<file path="config.mk">
export PLATFORM = sky130hd
export DESIGN_NAME = ppm_frame_decoder
export DESIGN_NICKNAME = d
export VERILOG_FILES = /design/src/design/ppmfd_pkg.sv /design/src/design/ppmfd_cfg_regs.sv /design/src/design/ppmfd_core.sv /design/src/design/ppm_frame_decoder.sv
export VERILOG_INCLUDE_DIRS = /design/src /design/src/design
export SDC_FILE = /design/constraint.sdc
export NUM_CORES = 1
export LEC_CHECK = 0
export ABC_AREA = 0
export BUFFER_PORTS_ARGS = -buffer_cell sky130_fd_sc_hd__buf_2
export CAP_MARGIN = 10
export CORE_ASPECT_RATIO = 0.8
export CORE_MARGIN = 2
export CORE_UTILIZATION = 47
export CTS_CLUSTER_DIAMETER = 30
export DETAILED_ROUTE_END_ITERATION = 6
export HOLD_SLACK_MARGIN = 0.03
export PLACE_DENSITY = 0.66
export REMOVE_ABC_BUFFERS = 1
export SLEW_MARGIN = 10
export SYNTH_ARGS = -nofsm -noshare
export SYNTH_HDL_FRONTEND = slang
export SYNTH_SLANG_ARGS = --single-unit
</file>
<file path="constraint.sdc">
create_clock -name clk_i -period 5.2 [get_ports clk_i]
set_clock_uncertainty 0.1 [all_clocks]
set_input_delay 1.04 -clock clk_i [delete_from_list [all_inputs] [get_ports clk_i]]
set_output_delay 1.04 -clock clk_i [all_outputs]
set_load 0.05 [all_outputs]
</file>
<file path="src/design/ppm_frame_decoder_macros.svh">
// Assertion macros for the PPM frame decoder.
// Each macro expects clk_i and rst_ni in the scope where it is used.
`ifndef PPM_FRAME_DECODER_MACROS_SVH
`define PPM_FRAME_DECODER_MACROS_SVH

`ifndef SYNTHESIS

// Property checked on every clock edge outside reset.
`define PPMFD_ASSERT(lbl, prop, msg) \
  lbl: assert property (@(posedge clk_i) disable iff (!rst_ni) prop) \
    else $error(msg);

// When the trigger holds, the consequence must hold in the next cycle.
`define PPMFD_ASSERT_NEXT(lbl, trig, cons, msg) \
  lbl: assert property (@(posedge clk_i) disable iff (!rst_ni) (trig) |=> (cons)) \
    else $error(msg);

`else

`define PPMFD_ASSERT(lbl, prop, msg)
`define PPMFD_ASSERT_NEXT(lbl, trig, cons, msg)

`endif

`endif

</file>
<file path="src/design/ppmfd_pkg.sv">
package ppmfd_pkg;

  localparam int STAMP_W   = 16;
  localparam int VALUE_W   = 14;
  localparam int CHAN_W    = 4;
  localparam int APB_ADDR_W = 5;
  localparam int APB_DATA_W = 32;

  localparam int DEFAULT_NUM_CHANNELS = 8;

  localparam logic [STAMP_W-1:0] SYNC_GAP_MIN_RST = 16'd20000;
  localparam logic [STAMP_W-1:0] PULSE_MIN_RST    = 16'd3000;
  localparam logic [STAMP_W-1:0] PULSE_MAX_RST    = 16'd9000;
  localparam logic [VALUE_W-1:0] OUT_LOW_RST      = 14'd1000;
  localparam logic [VALUE_W-1:0] OUT_HIGH_RST     = 14'd2000;

  typedef enum logic [2:0] {
    REG_SYNC_GAP_MIN = 3'd0,
    REG_PULSE_MIN    = 3'd1,
    REG_PULSE_MAX    = 3'd2,
    REG_OUT_LOW      = 3'd3,
    REG_OUT_HIGH     = 3'd4
  } ppmfd_reg_e;

  typedef enum logic {
    KIND_CAPTURE = 1'b0,
    KIND_READ    = 1'b1
  } ppmfd_kind_e;

  typedef struct packed {
    logic [STAMP_W-1:0] sync_gap_min;
    logic [STAMP_W-1:0] pulse_min;
    logic [STAMP_W-1:0] pulse_max;
    logic [VALUE_W-1:0] out_low;
    logic [VALUE_W-1:0] out_high;
  } ppmfd_cfg_t;

  typedef struct packed {
    logic [CHAN_W-1:0]  stored_channel;
    logic [STAMP_W-1:0] stored_width;
    logic [VALUE_W-1:0] channel_value;
    logic               link_ok;
  } ppmfd_result_t;

endpackage

</file>
<file path="src/design/ppmfd_cfg_regs.sv">
module ppmfd_cfg_regs (
  input  logic                                clk_i,
  input  logic                                rst_ni,
  input  logic                                psel,
  input  logic                                penable,
  input  logic                                pwrite,
  input  logic [ppmfd_pkg::APB_ADDR_W-1:0]    paddr,
  input  logic [ppmfd_pkg::APB_DATA_W-1:0]    pwdata,
  output logic [ppmfd_pkg::APB_DATA_W-1:0]    prdata,
  output logic                                pready,
  output ppmfd_pkg::ppmfd_cfg_t               cfg_o
);

  ppmfd_pkg::ppmfd_cfg_t cfg_q, cfg_d;
  logic [2:0]            reg_idx;
  logic                  wr_en;

  // Registers sit on word boundaries; the two low address bits are ignored.
  assign reg_idx = paddr[4:2];
  assign wr_en   = psel && penable && pwrite;
  assign pready  = 1'b1;

  always_comb begin
    cfg_d = cfg_q;
    if (wr_en) begin
      case (reg_idx)
        ppmfd_pkg::REG_SYNC_GAP_MIN: cfg_d.sync_gap_min = pwdata[ppmfd_pkg::STAMP_W-1:0];
        ppmfd_pkg::REG_PULSE_MIN:    cfg_d.pulse_min    = pwdata[ppmfd_pkg::STAMP_W-1:0];
        ppmfd_pkg::REG_PULSE_MAX:    cfg_d.pulse_max    = pwdata[ppmfd_pkg::STAMP_W-1:0];
        ppmfd_pkg::REG_OUT_LOW:      cfg_d.out_low      = pwdata[ppmfd_pkg::VALUE_W-1:0];
        ppmfd_pkg::REG_OUT_HIGH:     cfg_d.out_high     = pwdata[ppmfd_pkg::VALUE_W-1:0];
        default: ;
      endcase
    end
  end

  always_comb begin
    case (reg_idx)
      ppmfd_pkg::REG_SYNC_GAP_MIN: prdata = ppmfd_pkg::APB_DATA_W'(cfg_q.sync_gap_min);
      ppmfd_pkg::REG_PULSE_MIN:    prdata = ppmfd_pkg::APB_DATA_W'(cfg_q.pulse_min);
      ppmfd_pkg::REG_PULSE_MAX:    prdata = ppmfd_pkg::APB_DATA_W'(cfg_q.pulse_max);
      ppmfd_pkg::REG_OUT_LOW:      prdata = ppmfd_pkg::APB_DATA_W'(cfg_q.out_low);
      ppmfd_pkg::REG_OUT_HIGH:     prdata = ppmfd_pkg::APB_DATA_W'(cfg_q.out_high);
      default:                     prdata = '0;
    endcase
  end

  always_ff @(posedge clk_i or negedge rst_ni) begin
    if (!rst_ni) begin
      cfg_q.sync_gap_min <= ppmfd_pkg::SYNC_GAP_MIN_RST;
      cfg_q.pulse_min    <= ppmfd_pkg::PULSE_MIN_RST;
      cfg_q.pulse_max    <= ppmfd_pkg::PULSE_MAX_RST;
      cfg_q.out_low      <= ppmfd_pkg::OUT_LOW_RST;
      cfg_q.out_high     <= ppmfd_pkg::OUT_HIGH_RST;
    end else begin
      cfg_q <= cfg_d;
    end
  end

  assign cfg_o = cfg_q;

endmodule

</file>
<file path="src/design/ppmfd_core.sv">
module ppmfd_core #(
  parameter int NUM_CHANNELS = ppmfd_pkg::DEFAULT_NUM_CHANNELS
) (
  input  logic                              clk_i,
  input  logic                              rst_ni,
  input  ppmfd_pkg::ppmfd_cfg_t             cfg_i,
  input  logic                              fire_i,
  input  logic                              kind_i,
  input  logic [ppmfd_pkg::STAMP_W-1:0]     capture_time_i,
  input  logic [ppmfd_pkg::CHAN_W-1:0]      read_channel_i,
  output ppmfd_pkg::ppmfd_result_t          result_o,
  output logic                              link_ok_o
);

  // Position runs from 0 up to one past the last channel.
  localparam int PosW = $clog2(NUM_CHANNELS + 2);

  logic [ppmfd_pkg::STAMP_W-1:0] last_stamp_q, last_stamp_d;
  logic [PosW-1:0]               pos_q, pos_d, pos_base;
  logic                          frame_good_q, frame_good_d;
  logic [ppmfd_pkg::STAMP_W-1:0] store_q [NUM_CHANNELS];
  logic [ppmfd_pkg::STAMP_W-1:0] store_d [NUM_CHANNELS];

  logic [ppmfd_pkg::STAMP_W-1:0] gap;
  logic                          is_capture;
  logic                          is_sync;
  logic                          pos_in_range;
  logic                          in_window;
  logic                          do_store;
  logic [PosW-1:0]               stored_ch;
  logic                          read_hit;
  logic [ppmfd_pkg::STAMP_W-1:0] read_width;
  logic [ppmfd_pkg::VALUE_W-1:0] scaled;
  logic [ppmfd_pkg::VALUE_W-1:0] clamped;

  assign is_capture   = fire_i && (kind_i == ppmfd_pkg::KIND_CAPTURE);
  assign gap          = capture_time_i - last_stamp_q;
  assign is_sync      = gap > cfg_i.sync_gap_min;
  assign pos_in_range = (pos_q != '0) && (pos_q <= PosW'(NUM_CHANNELS));
  assign in_window    = (gap > cfg_i.pulse_min) && (gap < cfg_i.pulse_max);
  assign do_store     = !is_sync && pos_in_range && in_window;
  assign stored_ch    = do_store ? pos_q : '0;

  always_comb begin
    frame_good_d = frame_good_q;
    pos_base     = pos_q;
    if (is_sync) begin
      pos_base = '0;
    end else if (pos_in_range) begin
      if (in_window) begin
        if (pos_q == PosW'(NUM_CHANNELS)) begin
          frame_good_d = 1'b1;
        end
      end else begin
        frame_good_d = 1'b0;
      end
    end else begin
      frame_good_d = 1'b0;
      pos_base     = '0;
    end
    pos_d        = PosW'(pos_base + 1'b1);
    last_stamp_d = capture_time_i;
  end

  always_comb begin
    for (int i = 0; i < NUM_CHANNELS; i++) begin
      store_d[i] = (do_store && (pos_q == PosW'(i + 1))) ? gap : store_q[i];
    end
  end

  always_ff @(posedge clk_i or negedge rst_ni) begin
    if (!rst_ni) begin
      last_stamp_q <= '0;
      pos_q        <= '0;
      frame_good_q <= 1'b0;
      for (int i = 0; i < NUM_CHANNELS; i++) begin
        store_q[i] <= '0;
      end
    end else if (is_capture) begin
      last_stamp_q <= last_stamp_d;
      pos_q        <= pos_d;
      frame_good_q <= frame_good_d;
      store_q      <= store_d;
    end
  end

  // Channel read: select the stored width, drop two bits, clamp.
  always_comb begin
    read_hit   = 1'b0;
    read_width = '0;
    for (int i = 0; i < NUM_CHANNELS; i++) begin
      if (int'(read_channel_i) == i + 1) begin
        read_hit   = 1'b1;
        read_width = store_q[i];
      end
    end
  end

  assign scaled = read_width[ppmfd_pkg::STAMP_W-1:2];

  always_comb begin
    if (scaled < cfg_i.out_low) begin
      clamped = cfg_i.out_low;
    end else if (scaled > cfg_i.out_high) begin
      clamped = cfg_i.out_high;
    end else begin
      clamped = scaled;
    end
  end

  always_comb begin
    if (kind_i == ppmfd_pkg::KIND_CAPTURE) begin
      result_o.stored_channel = ppmfd_pkg::CHAN_W'(stored_ch);
      result_o.stored_width   = gap;
      result_o.channel_value  = '0;
      result_o.link_ok        = frame_good_d;
    end else begin
      result_o.stored_channel = '0;
      result_o.stored_width   = '0;
      result_o.channel_value  = read_hit ? clamped : '0;
      result_o.link_ok        = frame_good_q;
    end
  end

  assign link_ok_o = frame_good_q;

endmodule

</file>
<file path="src/design/ppm_frame_decoder.sv">
// PPM frame decoder. Each input beat is either a capture stamp from a 16-bit
// free-running timer or a request to read one channel. A capture measures the
// gap to the previous stamp (modulo 2^16); a gap above sync_gap_min marks a
// frame sync, and gaps at channel positions 1 to NUM_CHANNELS that lie
// strictly between pulse_min and pulse_max are stored, the last one setting
// link OK. A read returns the stored width shifted right by two and clamped
// to out_low and out_high. Every input beat yields exactly one result beat.
// The block takes one beat per clock cycle while its output is not stalled;
// each beat passes through the input register and then the result register.
// The rate is set by the decode loop: the stamp subtract, the window compares
// and the position update are combinational in front of the state registers,
// so that the next capture already sees the updated state. Configuration sits
// behind an APB port with registers at byte addresses 0, 4, 8, 12 and 16; it
// should only be written while no beat is in flight.
module ppm_frame_decoder #(
  parameter int NUM_CHANNELS = ppmfd_pkg::DEFAULT_NUM_CHANNELS
) (
  input  logic                             clk_i,
  input  logic                             rst_ni,
  // Configuration port.
  input  logic                             psel,
  input  logic                             penable,
  input  logic                             pwrite,
  input  logic [ppmfd_pkg::APB_ADDR_W-1:0] paddr,
  input  logic [ppmfd_pkg::APB_DATA_W-1:0] pwdata,
  output logic [ppmfd_pkg::APB_DATA_W-1:0] prdata,
  output logic                             pready,
  // Input channel.
  input  logic                             in_valid_i,
  output logic                             in_stall_o,
  input  logic                             kind_i,
  input  logic [ppmfd_pkg::STAMP_W-1:0]    capture_time_i,
  input  logic [ppmfd_pkg::CHAN_W-1:0]     read_channel_i,
  // Output channel.
  output logic                             out_valid_o,
  input  logic                             out_stall_i,
  output logic [ppmfd_pkg::CHAN_W-1:0]     stored_channel_o,
  output logic [ppmfd_pkg::STAMP_W-1:0]    stored_width_o,
  output logic [ppmfd_pkg::VALUE_W-1:0]    channel_value_o,
  output logic                             link_ok_o
);

`include "ppm_frame_decoder_macros.svh"

  ppmfd_pkg::ppmfd_cfg_t    cfg;
  ppmfd_pkg::ppmfd_result_t core_res;
  ppmfd_pkg::ppmfd_result_t out_q;
  logic                     link_state;

  logic                          in_valid_q;
  logic                          in_kind_q;
  logic [ppmfd_pkg::STAMP_W-1:0] in_time_q;
  logic [ppmfd_pkg::CHAN_W-1:0]  in_chan_q;
  logic                          out_valid_q;

  logic advance;
  logic fire;
  logic load;

  ppmfd_cfg_regs u_cfg_regs (
    .clk_i   (clk_i),
    .rst_ni  (rst_ni),
    .psel    (psel),
    .penable (penable),
    .pwrite  (pwrite),
    .paddr   (paddr),
    .pwdata  (pwdata),
    .prdata  (prdata),
    .pready  (pready),
    .cfg_o   (cfg)
  );

  // The result register moves on whenever it is empty or being taken.
  // The held input beat is processed in the same cycle it moves into it.
  assign advance    = !out_valid_q || !out_stall_i;
  assign fire       = in_valid_q && advance;
  assign in_stall_o = in_valid_q && !advance;
  assign load       = in_valid_i && !in_stall_o;

  always_ff @(posedge clk_i or negedge rst_ni) begin
    if (!rst_ni) begin
      in_valid_q <= 1'b0;
    end else if (load) begin
      in_valid_q <= 1'b1;
    end else if (fire) begin
      in_valid_q <= 1'b0;
    end
  end

  always_ff @(posedge clk_i) begin
    if (load) begin
      in_kind_q <= kind_i;
      in_time_q <= capture_time_i;
      in_chan_q <= read_channel_i;
    end
  end

  ppmfd_core #(
    .NUM_CHANNELS (NUM_CHANNELS)
  ) u_core (
    .clk_i          (clk_i),
    .rst_ni         (rst_ni),
    .cfg_i          (cfg),
    .fire_i         (fire),
    .kind_i         (in_kind_q),
    .capture_time_i (in_time_q),
    .read_channel_i (in_chan_q),
    .result_o       (core_res),
    .link_ok_o      (link_state)
  );

  always_ff @(posedge clk_i or negedge rst_ni) begin
    if (!rst_ni) begin
      out_valid_q <= 1'b0;
    end else if (advance) begin
      out_valid_q <= in_valid_q;
    end
  end

  always_ff @(posedge clk_i) begin
    if (fire) begin
      out_q <= core_res;
    end
  end

  assign out_valid_o      = out_valid_q;
  assign stored_channel_o = out_q.stored_channel;
  assign stored_width_o   = out_q.stored_width;
  assign channel_value_o  = out_q.channel_value;
  assign link_ok_o        = out_q.link_ok;

  // The input side only stalls while both stages hold a beat.
  `PPMFD_ASSERT(a_stall_only_when_full, in_stall_o |-> (in_valid_q && out_valid_q), "input stalled with a free stage")
  // A processed beat always lands in the result register.
  `PPMFD_ASSERT_NEXT(a_result_follows_fire, fire, out_valid_q, "processed beat did not reach the result register")
  // Link OK can only come up through a capture.
  `PPMFD_ASSERT(a_link_rises_on_capture, $rose(link_state) |-> $past(fire && (in_kind_q == ppmfd_pkg::KIND_CAPTURE)), "link OK rose without a capture")
  // A read result never reports a stored channel or width.
  `PPMFD_ASSERT(a_read_result_clean, (out_valid_q && (out_q.channel_value != '0)) |-> ((out_q.stored_channel == '0) && (out_q.stored_width == '0)), "read result carries capture fields")

endmodule

</file>
# Yosys cells after proc, flatten, opt, wreduce, memory -nomap -nowiden

Cells that the tools add are included.

$add $sub $neg: 2
Magnitude comparators: 6
Reductions and logical operators: 42
Mux-type cells: 28
Bitwise gates (word level): 2
Equality and inequality tests: 20

Operators by type and width:

| kind                                                 | count |
|---|---|
| two-way mux 16 bit                                   | 8 |
| case mux 16 bit (5 select lines)                     | 1 |
| > comparator 16 bit                                  | 2 |
| two-way mux 14 bit                                   | 2 |
| AND reduction 2 bit                                  | 14 |
| equality test 4 x 3 -> 1 bit (second input constant) | 6 |
| equality test 4 bit (second input constant)          | 6 |
| logical AND 1 bit                                    | 18 |
| < comparator 16 bit                                  | 1 |
| subtractor 16 bit                                    | 1 |
| two-way mux 1 bit                                    | 15 |
| > comparator 14 bit                                  | 1 |
| < comparator 14 bit                                  | 1 |
| equality test 4 x 2 -> 1 bit (second input constant) | 3 |
| two-way mux 4 bit                                    | 2 |
| equality test 3 x 2 -> 1 bit (second input constant) | 2 |
| zero test 1 bit                                      | 5 |
| adder 4 x 1 -> 4 bit (second input constant)         | 1 |
| equality test 4 x 1 -> 1 bit (second input constant) | 1 |
| <= comparator 4 bit (second input constant)          | 1 |
| nonzero test 4 bit                                   | 1 |
| equality test 3 x 1 -> 1 bit (second input constant) | 1 |
| equality test 3 bit (second input constant)          | 1 |
| zero test 3 bit                                      | 1 |
| other kinds (4)                                      | 5 |

Output and inout bits: 70
Logic and storage cells: 125
Input bits: 65
Bits in registers: 283

# Depth between registers and ports, before layout

Gate-level depths: netlist of run 1.

Depth after elaboration: 12
Depth in mapped cells: 21

# Cells and area by module

Synthesis of run 1 repeated with hierarchy kept, for this count alone.

Cell total of the unflattened synthesis: 1266
Area total of the unflattened synthesis: 14702.9 µm²

By module, submodules not included:

| module            | seq. area each (µm²) | instances | area each (µm²) | cells an instance |
|---|---|---|---|---|
| ppmfd_core        | 3328.2               | 1         | 9212.6          | 934 |
| ppmfd_cfg_regs    | 1938.1               | 1         | 3716.1          | 268 |
| ppm_frame_decoder | 1731.7               | 1         | 1774.2          | 64 |

# Least setup slack after synthesis of run 1

Ideal clock, no wire load.

Kind: register to register
Start: reg in_time_q[0] (netlist name)
End: reg u_core.store_q[39] (netlist name)
Cell stages (with the launch flop): 22
Buffers on the path: 2
Arrival: 4240 ps
Period minus slack after synthesis: 4468 ps
Required time: 4972 ps
Library setup time: 128 ps
Setup slack: 732 ps
Cell sequence: edfxtp_1 -> inv_1 -> ha_1 -> fa_1 -> nor2b_1 -> o31a_1 -> o31a_1 -> o211ai_1 -> a21oi_1 -> mux2i_1 -> nand2_1 -> ha_1 -> nand4_1 -> nor2_1 -> o21ai_0 -> o22ai_1 -> a211oi_2 -> nor3_4 -> and4_1 -> buf_2 -> buf_6 -> mux2_1

Cells in the longest elaborated chain, start to end: 7
Elaborated cells between the ends (all ways): 10
Those cells by class: add/sub: 1; order compare: 3; reduce/logical: 6

Ends and longest elaborated chain:

| what                            | RTL line                | RTL |
|---|---|---|
| start: declaration              | ppm_frame_decoder.sv:52 | `logic [ppmfd_pkg::STAMP_W-1:0] in_time_q;` |
| start signal: assignment        | ppm_frame_decoder.sv:93 | `in_time_q <= capture_time_i;` |
| subtractor 16 bit *             | ppmfd_core.sv:37        | `assign gap = capture_time_i - last_stamp_q;` |
| named net u_core.gap (one bit)  | ppmfd_core.sv:24        | `logic [ppmfd_pkg::STAMP_W-1:0] gap;` |
| > comparator 16 bit             | ppmfd_core.sv:38        | `assign is_sync = gap > cfg_i.sync_gap_min;` |
| zero test 1 bit                 | ppmfd_core.sv:41        | `assign do_store = !is_sync && pos_in_range && in_window;` |
| logical AND 1 bit               | ppmfd_core.sv:41        |  |
| logical AND 1 bit *             | ppmfd_core.sv:41        |  |
| logical AND 1 bit *             | ppmfd_core.sv:67        | `store_d[i] = (do_store && (pos_q == PosW'(i + 1))) ? gap : store_q[i];` |
| AND reduction 2 bit (no line) * | -                       |  |
| end signal: assignment          | ppmfd_core.sv:83        | `store_q <= store_d;` |
| end: declaration                | ppmfd_core.sv:21        | `logic [ppmfd_pkg::STAMP_W-1:0] store_q [NUM_CHANNELS];` |

Mark *: on every way through the listed nets, which the timed path passes. The rest lies on a longest branch.
A chain may end at the register's enable or synchronous reset.

# Worst setup path after layout of run 1

Start: reg in_time_q[0] (netlist name)
End: reg u_core.store_q[45] (netlist name)

Same word-level chain as after synthesis.

==> flow_metrics.tcl, run 1 <==
set metrics [dict create \
    comb_power_share_pct 29.2 \
    main_combinational_cell_family_by_area_after_synthesis "multiplexers" \
    grtUsageTotal_pct 22.9 \
    via_count_of_the_first_global_routing_pass 10851 \
    min_period_over_period_pct 93.8 \
    worst-slew-pin-transition_ps 1070 \
    mostFrequentLayoutCells "dfrtp_1, nand2_1, inv_1, buf_2, o21ai_0" \
    synth_compound_gate_area_share_pct 12.2 \
    end_kind "flop" \
    place.port_buffers 99 \
    mostFrequentLayoutCell "dfrtp_1" \
    setup-violations-final 0 \
    crit_path_start_kind "flop" \
    reg2reg_slack_ps 320 \
    cp_data_arrival_time_ps 5230 \
    synthesis_stage_register_bit_count 267 \
    total_power_mw 9.73 \
    die_height_um 161 \
    worst-endpoint-required_ps 5550 \
    synth_mux_area_share_pct 16.3 \
    sequentialPowerShare_pct 30.3 \
    final_cell_area_um2 17800 \
    switching_power_mw 3.22 \
    yosysSeqAreaShare_pct 48.0 \
    drc 0 \
    period_minus_slack_ps 4880 \
    ys_types 69 \
    crit-reg2reg-launch "in_time_q[0]" \
    detailedRoute.firstPassIterationCount 5 \
    sink_of_the_worst_hold_path "u_core.store_q[46]" \
    power.ir.vdd_worst_mv 0.293 \
    synth_simple_gate_area_share_pct 9.18 \
    finish.utilization_pct 58.4 \
    average_vias_per_placed_instance 5.45 \
    global_route_wire_length_before_repair_mm 58.7 \
    core.rowCount 57 \
    cts_root_buf "clkbuf_16" \
    clock_latency_of_the_later_clocked_register_in_the_worst_skew_pair_ps 590 \
    antenna_cells_inserted 0 \
    routed_wire_length_per_instance_um 19.0 \
    crit_type "flop to flop" \
    worstPathMaxFanout 14 \
    postCtsSetupRepairBufs 0 \
    cts_tree "built" \
    swShare_pct 33.1 \
    fp.coreArea_um2 30500 \
    final-instance-count-excl-fill 1917 \
    netlist_area_um2 14600 \
    synthAdderAreaFrac_pct 7.87 \
    initial_utilization_pct 47.8 \
    clockPowerShare_pct 40.5 \
    ctsLongestPathBuffers 3 \
    initialDrtViolationCount 714 \
    synth_async_sr_flop_share_pct 79.0 \
    synthCells 1309 \
    grt_max_degree 108 \
    cts-resized-gates 0 \
    synth_edf_count 56 \
    synth.avg_cell_area_um2 11.1 \
    worst_r2r_path_depth 20 \
    grt_antenna_before_repair 0 \
    grt_remaining_overflow 0 \
    worst_hold_path.num_cells 1 \
    design.final.nets 1609 \
    placed_area_um2 15600 \
    status "finished clean" \
    power.static_leakage_nw 8.46 \
    maxCapViolCount 0 \
    number_of_buffers_created_by_cts 59 \
    clk_pin_slew_worst_paths_ps 50 \
    yosys.area_share.xor_xnor_pct 0.773 \
    cts_sinks 267 \
    internal_power_mw 6.51 \
    cts-hold-fix-buffers 0 \
    routed-via-count 10446 \
    dp_cells 1803 \
    floorplan.die.width_um 201 \
    yosys_warnings 0 \
    h-tree-depth 2 \
    post_route_cells_drive_above_1_share_pct 28.7 \
    relSlewSlack_pct 28.6 \
    floorplan.die_area_um2 32400 \
    hold_path.startpoint "u_core.store_q[46]" \
    timing.final.hold_violations 0 \
    globalplace.congestion 0.856 \
    wl_mm 36.4 \
    io_pins 135 \
    powerDensity_nw_per_um2 547 \
    area_delta_synth_final_pct 22.0 \
    dpl.hpwl_mm 25.3 \
    yosys_most_used_dff "dfrtp_1" \
    min-delay-path-class "flop to flop" \
    timing_max_transition_violations_final 0 \
    timing.fmax_mhz 205 \
    drt.antenna.violating_nets 0 \
    r2r-end "u_core.store_q[45]" \
]
-- routing by layer --
layer	GRT usage, %	up-vias	share of wire, %
met2	35.6	276	45
li1	-	4971	-
met5	0	-	0
met3	4.94	63	6.1
met1	31.7	5136	46
met4	8.18	0	2.7
-- critical path, cell delays in order (launching register included) --
cell and delay, ps:
edfxtp_1 330, inv_1 40, ha_1 220, fa_1 420, nor2b_1 170, o31a_1 210
o31a_1 200, o211ai_1 160, a21oi_1 270, mux2i_1 260, nand2_1 140, ha_1 350
nand4_1 110, nor2_1 170, o21ai_0 120, o22ai_1 190, a211oi_2 80, nor3_4 340
and4_1 310, buf_12 180, mux2_1 350
-- stage by stage --
stage          hold WS [ps]  setup TNS [ps]  setup slack [ps]
2_1_floorplan           352               0               468
4_1_cts                 384               0               205
3_5_place_dp            368               0               234
5_1_grt                 396          -0.979            -0.979
6_report                380               0               322
3_3_place_gp            362               0               349
-- power by group through the flow --
stage	Sequential, mW	Combinational, mW	Clock [mW]
finish	2.95	2.84	3.94
global route	3.01	3.16	4.13
CTS	2.95	2.83	4.00
detailed placement	2.97	2.80	0
global placement	2.95	2.74	0
floorplan	3.02	1.85	0
-- cell families (layout without fill, tap and decap cells) --
family / count (synthesis) / after routing
adders and majority gates: 91 / 91
muxes: 201 / 201
DFF: 267 / 267
xor gates and xnor gates: 12 / 12
AOI/OAI and AO/OA: 282 / 282
and+or+nand+nor: 275 / 275
other: 2 / 17
buffers and inverters: 179 / 359
-- worst max path at each step --
stage                 startpoint                   to
floorplan           in_time_q[0]   u_core.store_q[53]
global placement    in_time_q[0]  u_core.store_q[127]
detailed placement  in_time_q[0]   u_core.store_q[45]
CTS                 in_time_q[0]   u_core.store_q[45]
global route        in_time_q[0]   u_core.store_q[88]
finish              in_time_q[0]   u_core.store_q[45]
-- flip-flops by register name (all words and copies together) (netlist names) --
name                 flops
u_core.store_q         112
in_chan_q                4
u_core.link_ok_o         1
in_kind_q                1
stored_channel_o         4
out_valid_o              1
stored_width_o          16
u_cfg_regs.cfg_o        76
channel_value_o         14
in_time_q               16
link_ok_o                1
u_core.pos_q             4
u_core.last_stamp_q     16
in_valid_q               1
-- cell type report --
| type | count | area (µm²) |
|---|---|---|
| clock buffers | 73 | 1680 |
| well taps | 413 | 517 |
| inverters | 98 | 368 |
| fillers | 2527 | 12700 |
| multi-input cells | 878 | 6820 |
| clock inverters | 39 | 494 |
| repair buffers | 149 | 905 |
| flip-flops and latches | 267 | 7000 |
-- cells in the mapped netlist (all sizes together) (35+ instances only) --
cell type  count  area share, %
a21oi         35            1.2
dfrtp        182             31
nand2        118            3.0
mux2         182             15
buf           37            1.9
o21ai        102            3.5
a22oi         45            2.3
o22ai         39            1.7
nor2          49            1.3
clkbuf        44            1.1
edfxtp        56             12
inv           98            2.5
ha            90            7.7
(Power assumes the default switching activity.)
==> inputs of run 2 (changes only) <==
--- a/config.mk
+++ b/config.mk
@@ -9,7 +9,6 @@
 export ABC_AREA = 0
 export BUFFER_PORTS_ARGS = -buffer_cell sky130_fd_sc_hd__buf_2
 export CAP_MARGIN = 10
-export CORE_ASPECT_RATIO = 0.8
 export CORE_MARGIN = 2
 export CORE_UTILIZATION = 47
 export CTS_CLUSTER_DIAMETER = 30
==> constraint.sdc (replaced) <==
create_clock -name clk_i -period 5.2 [get_ports clk_i]
set_clock_uncertainty 0.1 [all_clocks]
set_input_delay 1.04 -clock clk_i [delete_from_list [all_inputs] [get_ports clk_i]]
set_output_delay 1.04 -clock clk_i [all_outputs]
set_load 0.02 [all_outputs]
==> run 2 against run 1 <==
Net effect:
- combinational power fell by 4%
- via count increased by 1.3%
- sequential cell count did not move
- sequential power about the same
- clock-buffer cell count down 8
- non-clock buffer count down 2
==> flow_metrics.tcl, run 2 (synthesis results as in run 1) <==
set metrics [dict create \
    powerDensity_nw_per_um2 541 \
    gr-max-usage-layer "met2" \
    hold_slack_ps 379 \
    power.ir.vdd_worst_mv 0.326 \
    worst-slew-pin-transition_ps 968 \
    floorplan.die.width_um 180 \
    fp.coreArea_um2 30600 \
    largest_register_ffs 112 \
    finalSetupTns_ps 0 \
    timing_max_transition_violations_final 0 \
    area_delta_synth_final_pct 22.0 \
    largest_register "u_core.store_q" \
    clock_latency_of_the_later_clocked_register_in_the_worst_skew_pair_ps 580 \
    global_route_wire_length_before_repair_mm 58.7 \
    detailedRoute.firstPassIterationCount 6 \
    grt_max_degree 109 \
    grt_remaining_overflow 0 \
    timing.final.hold_violations 0 \
    crit_buf_inv 3 \
    post-place-ws_ps 77.1 \
    grt_antenna_before_repair 3 \
    maxCapViolCount 0 \
    cts_sinks 267 \
    cpLargestDelayFamily "compound AO/OA/AOI/OAI gates" \
    post_route_cells_drive_above_1_share_pct 28.9 \
    io_pins 135 \
    cp_data_arrival_time_ps 5280 \
    status "finished clean" \
    switching_power_mw 3.14 \
    swShare_pct 32.7 \
    fin_ws_ps 262 \
    drc 0 \
    initialDrtViolationCount 828 \
    routed_wire_length_per_instance_um 19.2 \
    end_kind "flop" \
    average_vias_per_placed_instance 5.56 \
    min-delay-path-class "flop to flop" \
    crit_path_start_kind "flop" \
    drt.antenna.violating_nets 0 \
    wl_mm 36.5 \
    floorplan.die_area_um2 32400 \
    comb_power_share_pct 28.4 \
    globalplace.congestion 0.896 \
    clockPowerShare_pct 40.9 \
    grtUsageMet2_pct 35.7 \
    cts_tree "built" \
    routed-via-count 10581 \
    power.static_leakage_nw 8.46 \
    via_count_of_the_first_global_routing_pass 10641 \
    critical_path.max_stage_delay_ps 420 \
    sequentialPowerShare_pct 30.8 \
    place.port_buffers 99 \
    cts-hold-fix-buffers 0 \
    mostFrequentLayoutCell "dfrtp_1" \
    clk_pin_slew_worst_paths_ps 50 \
    relSlewSlack_pct 35.5 \
    ctsLongestPathBuffers 3 \
    internal_power_mw 6.47 \
    core.rowCount 64 \
    crit_type "flop to flop" \
    cts_root_buf "clkbuf_16" \
    slowest_stage "fa_1" \
    timing.fmax_mhz 203 \
    design.final.nets 1608 \
    worstPathMaxFanout 11 \
    dpl.hpwl_mm 25.5 \
    h-tree-depth 2 \
    number_of_buffers_created_by_cts 60 \
    setup-violations-final 0 \
    grt_use_met1_pct 31.5 \
    period_minus_slack_ps 4940 \
    final-instance-count-excl-fill 1902 \
    met3_resource_use_gr_pct 4.16 \
    sequence_of_cells_on_the_critical_path "inv_1 > ha_1 > fa_1 > nor2b_1 > o31a_1 > o31a_1 > o211ai_1 > a21oi_1 > mux2i_1 > nand2_1 > ha_1 > nand4_1 > nor2_1 > o21ai_0 > o22ai_1 > a211oi_2 > nor3_4 > buf_12 > and3_1 > buf_12 > mux2_1" \
    worst-endpoint-required_ps 5540 \
    mostFrequentLayoutCells "dfrtp_1, nand2_1, inv_1, buf_2, o21ai_0" \
    die_height_um 180 \
    dp_cells 1784 \
    grtUsageTotal_pct 22.5 \
    min_period_over_period_pct 95.0 \
    initial_utilization_pct 47.6 \
]
## run 2: area by class of cell
| type | count | area (µm²) |
|---|---|---|
| Inverter | 98 | 368 |
| Fill cell | 2556 | 12800 |
| Timing Repair Buffer | 147 | 902 |
| Tap cell | 396 | 495 |
| Clock inverter | 49 | 609 |
| Multi-Input combinational cell | 878 | 6840 |
| Sequential cell | 267 | 7000 |
| Clock buffer | 65 | 1560 |
| Antenna cell | 2 | 5.00 |
## run 2: power by group through the flow
stage | clock [mW] | combinational (mW) | sequential, mW
global route | 4.10 | 3.02 | 3.02
CTS | 3.98 | 2.68 | 2.95
detailed placement | 0 | 2.65 | 2.97
global placement | 0 | 2.57 | 2.96
floorplan | 0 | 1.79 | 2.93
finish | 3.93 | 2.73 | 2.96
## run 2: what timing repair did
action | in CTS | in global routing
gates resized for setup | 0 | 3
endpoints found under the setup margin | 0 | 56
buffers inserted | 0 | 2
hold endpoints to repair | 0 | 0
## run 2: through the flow
stage	area [µm²]	power, mW	util, %
6_report	17800	9.61	58.1
5_1_grt	17800	10.1	58.1
4_1_cts	17700	9.62	58.0
3_5_place_dp	15600	5.62	50.9
3_3_place_gp	15600	5.53	50.9
2_1_floorplan	14200	4.72	-
## run 2: routing by layer
metal,vias up,routed length (µm)
met5,-,13
met4,2,892
met3,67,2320
met2,327,16900
met1,5220,16400
li1,4965,-
## run 2: path summary, 6_finish.rpt
kind / slack (ps) / end / startpoint / cells past startpoint
max in group asynchronous: 3400 / u_core.store_q[12] / rst_ni / 2
min reg2reg: 380 / u_core.store_q[118] / u_core.store_q[118] / 1
min: 380 / u_core.store_q[118] / u_core.store_q[118] / 1
max: 260 / u_core.store_q[94] / in_time_q[0] / 21
max reg2reg: 260 / u_core.store_q[94] / in_time_q[0] / 21
min in group asynchronous: 480 / u_core.last_stamp_q[1] / rst_ni / 1
==> inputs of run 3 (changes only) <==
--- a/config.mk
+++ b/config.mk
@@ -9,12 +9,15 @@
 export ABC_AREA = 0
 export BUFFER_PORTS_ARGS = -buffer_cell sky130_fd_sc_hd__buf_2
 export CAP_MARGIN = 10
+export CELL_PAD_IN_SITES_DETAIL_PLACEMENT = 0
+export CELL_PAD_IN_SITES_GLOBAL_PLACEMENT = 1
 export CORE_MARGIN = 2
 export CORE_UTILIZATION = 47
 export CTS_CLUSTER_DIAMETER = 30
+export CTS_CLUSTER_SIZE = 30
 export DETAILED_ROUTE_END_ITERATION = 6
 export HOLD_SLACK_MARGIN = 0.03
-export PLACE_DENSITY = 0.66
+export PLACE_DENSITY_LB_ADDON = 0.1
 export REMOVE_ABC_BUFFERS = 1
 export SLEW_MARGIN = 10
 export SYNTH_ARGS = -nofsm -noshare
==> run 3 against run 2 <==
Net effect:
- critical endpoint is now u_core.store_q[37]
- clock power grew 4%
- hold slack worse by 1.2 ps
- setup slack better by 120 ps
- fmax up 2.5%
- die area unchanged
- wire length up 3.7%
==> flow_metrics.tcl, run 3 (synthesis results as in run 1) <==
set metrics [dict create \
    cp-startpoint "in_time_q[0]" \
    crit_path_start_kind "flop" \
    power.static_leakage_nw 8.52 \
    dpl.hpwl_mm 26.5 \
    globalplace.congestion 0.883 \
    floorplan.die.width_um 180 \
    grt_setup_unrepaired "false" \
    final_cell_area_um2 17800 \
    via_count_of_the_first_global_routing_pass 10545 \
    antenna_cells_inserted 0 \
    powerDensity_nw_per_um2 548 \
    worst-path-stages 19 \
    place.port_buffers 99 \
    comb_power_share_pct 28.0 \
    fp.coreArea_um2 30600 \
    clock_latency_of_the_later_clocked_register_in_the_worst_skew_pair_ps 610 \
    hold_slack_ps 378 \
    design.final.nets 1609 \
    number_of_buffers_created_by_cts 61 \
    relSlewSlack_pct 29.9 \
    h-tree-depth 2 \
    global_route_wire_length_before_repair_mm 59.7 \
    sequentialPowerShare_pct 30.2 \
    core.rowCount 64 \
    period_minus_slack_ps 4820 \
    crit_type "flop to flop" \
    total_power_mw 9.78 \
    worst-endpoint-required_ps 5570 \
    largest_register "u_core.store_q" \
    clockPowerShare_pct 41.8 \
    hold_path.startpoint "u_core.store_q[46]" \
    initialDrtViolationCount 605 \
    crit-reg2reg-launch "in_time_q[0]" \
    sequence_of_cells_on_the_critical_path "inv_1 > ha_1 > fa_1 > nor2b_1 > o31a_1 > o31a_1 > o211ai_1 > a21oi_1 > xor2_1 > ha_1 > nand4_1 > nor2_1 > a21oi_1 > o21ai_1 > o21ai_2 > and2_2 > and4_1 > buf_4 > mux2_2" \
    grtUsageTotal_pct 23.4 \
    timing.fmax_mhz 208 \
    detailedRoute.firstPassIterationCount 5 \
    timing.critical_path.to "u_core.store_q[37]" \
    cts_sinks 267 \
    min-delay-path-class "flop to flop" \
    switching_power_mw 3.10 \
    setup-violations-final 0 \
    io_pins 135 \
    critical_path.max_stage_delay_ps 450 \
    internal_power_mw 6.68 \
    crit_buf_inv 2 \
    ctsLongestPathBuffers 3 \
    area_delta_synth_final_pct 22.4 \
    swShare_pct 31.7 \
    mostFrequentLayoutCell "dfrtp_1" \
    cp_data_arrival_time_ps 5190 \
    floorplan.die_area_um2 32400 \
    grt_remaining_overflow 0 \
    grt_antenna_before_repair 1 \
    die_height_um 180 \
    routed-via-count 10462 \
    placed_area_um2 15500 \
    cts_tree "built" \
    maxCapViolCount 0 \
    r2r-end "u_core.store_q[37]" \
    drc 0 \
    timing.final.hold_violations 0 \
    min_period_over_period_pct 92.7 \
    wl_mm 37.8 \
    drt.antenna.violating_nets 0 \
    timing_max_transition_violations_final 0 \
    mostFrequentLayoutCells "dfrtp_1, nand2_1, inv_1, buf_2, o21ai_0" \
    routed_wire_length_per_instance_um 19.9 \
    power.ir.vdd_worst_mv 0.314 \
    status "finished clean" \
    finalSetupTns_ps 0 \
    clk_pin_slew_worst_paths_ps 50 \
    slowest_stage "xor2_1" \
    worst_r2r_path_depth 19 \
    initial_utilization_pct 47.6 \
    largest_register_ffs 112 \
    cpLargestDelayFamily "compound AO/OA/AOI/OAI gates" \
    reg2reg_slack_ps 380 \
    cts_root_buf "clkbuf_16" \
    worstPathMaxFanout 14 \
    post_route_cells_drive_above_1_share_pct 28.6 \
    end_kind "flop" \
    average_vias_per_placed_instance 5.50 \
    worst-slew-pin-transition_ps 1050 \
    grt_max_degree 103 \
    finish.utilization_pct 58.3 \
]
run 3: cell types whose count changed in the layout (fill, tap and decap cells not counted), sizes merged:
cell      change
clkinvlp      -4
clkinv        +6
clkbuf        +5
diode         -2
bufinv        +4
inv           -9
run 3: layer usage:
layer	vias up	share of wire (%)	wire length, µm	GRT usage [%]
met5	-	0	0	0
met2	288	44	16600	35.5
li1	4968	-	-	-
met4	0	1.7	645	6.19
met3	54	5.3	1990	3.84
met1	5152	49	18500	35.0
run 3: power by group through the flow:
stage	registers [mW]	logic, mW	clock network (mW)
after floorplan	2.93	1.79	0
after global placement	2.96	2.64	0
after detailed placement	2.97	2.67	0
after CTS	2.95	2.70	4.15
after global routing	3.01	3.06	4.26
final	2.95	2.74	4.08
run 3: area by class of cell:
type | count | area (µm²)
Clock buffer | 70 | 1610
Fill cell | 2628 | 12800
Timing Repair Buffer | 147 | 890
Clock inverter | 46 | 638
Inverter | 98 | 368
Multi-Input combinational cell | 878 | 6830
Sequential cell | 267 | 7000
Tap cell | 396 | 495
run 3: worst min-delay path by stage:
stage                         end  cells past startpoint
2_1_floorplan  u_core.store_q[36]                      1
3_3_place_gp   u_core.store_q[88]                      1
3_5_place_dp   u_core.store_q[92]                      1
4_1_cts        u_core.store_q[42]                      1
5_1_grt        u_core.store_q[91]                      1
6_report       u_core.store_q[46]                      1
run 3: through the flow:
step                      cells  worst slack, ps
after floorplan            1243              468
after global placement     1783              129
after detailed placement   1783             40.8
after CTS                  1899             34.0
after global routing       1902             40.8
final                      1902              382
run 3: what timing repair did:
| action | 4_1_cts | 5_1_grt |
|---|---|---|
| gates resized for setup | 0 | 2 |
| buffers inserted | 0 | 3 |
| setup endpoints to repair | 0 | 95 |
| hold buffers | 0 | 0 |
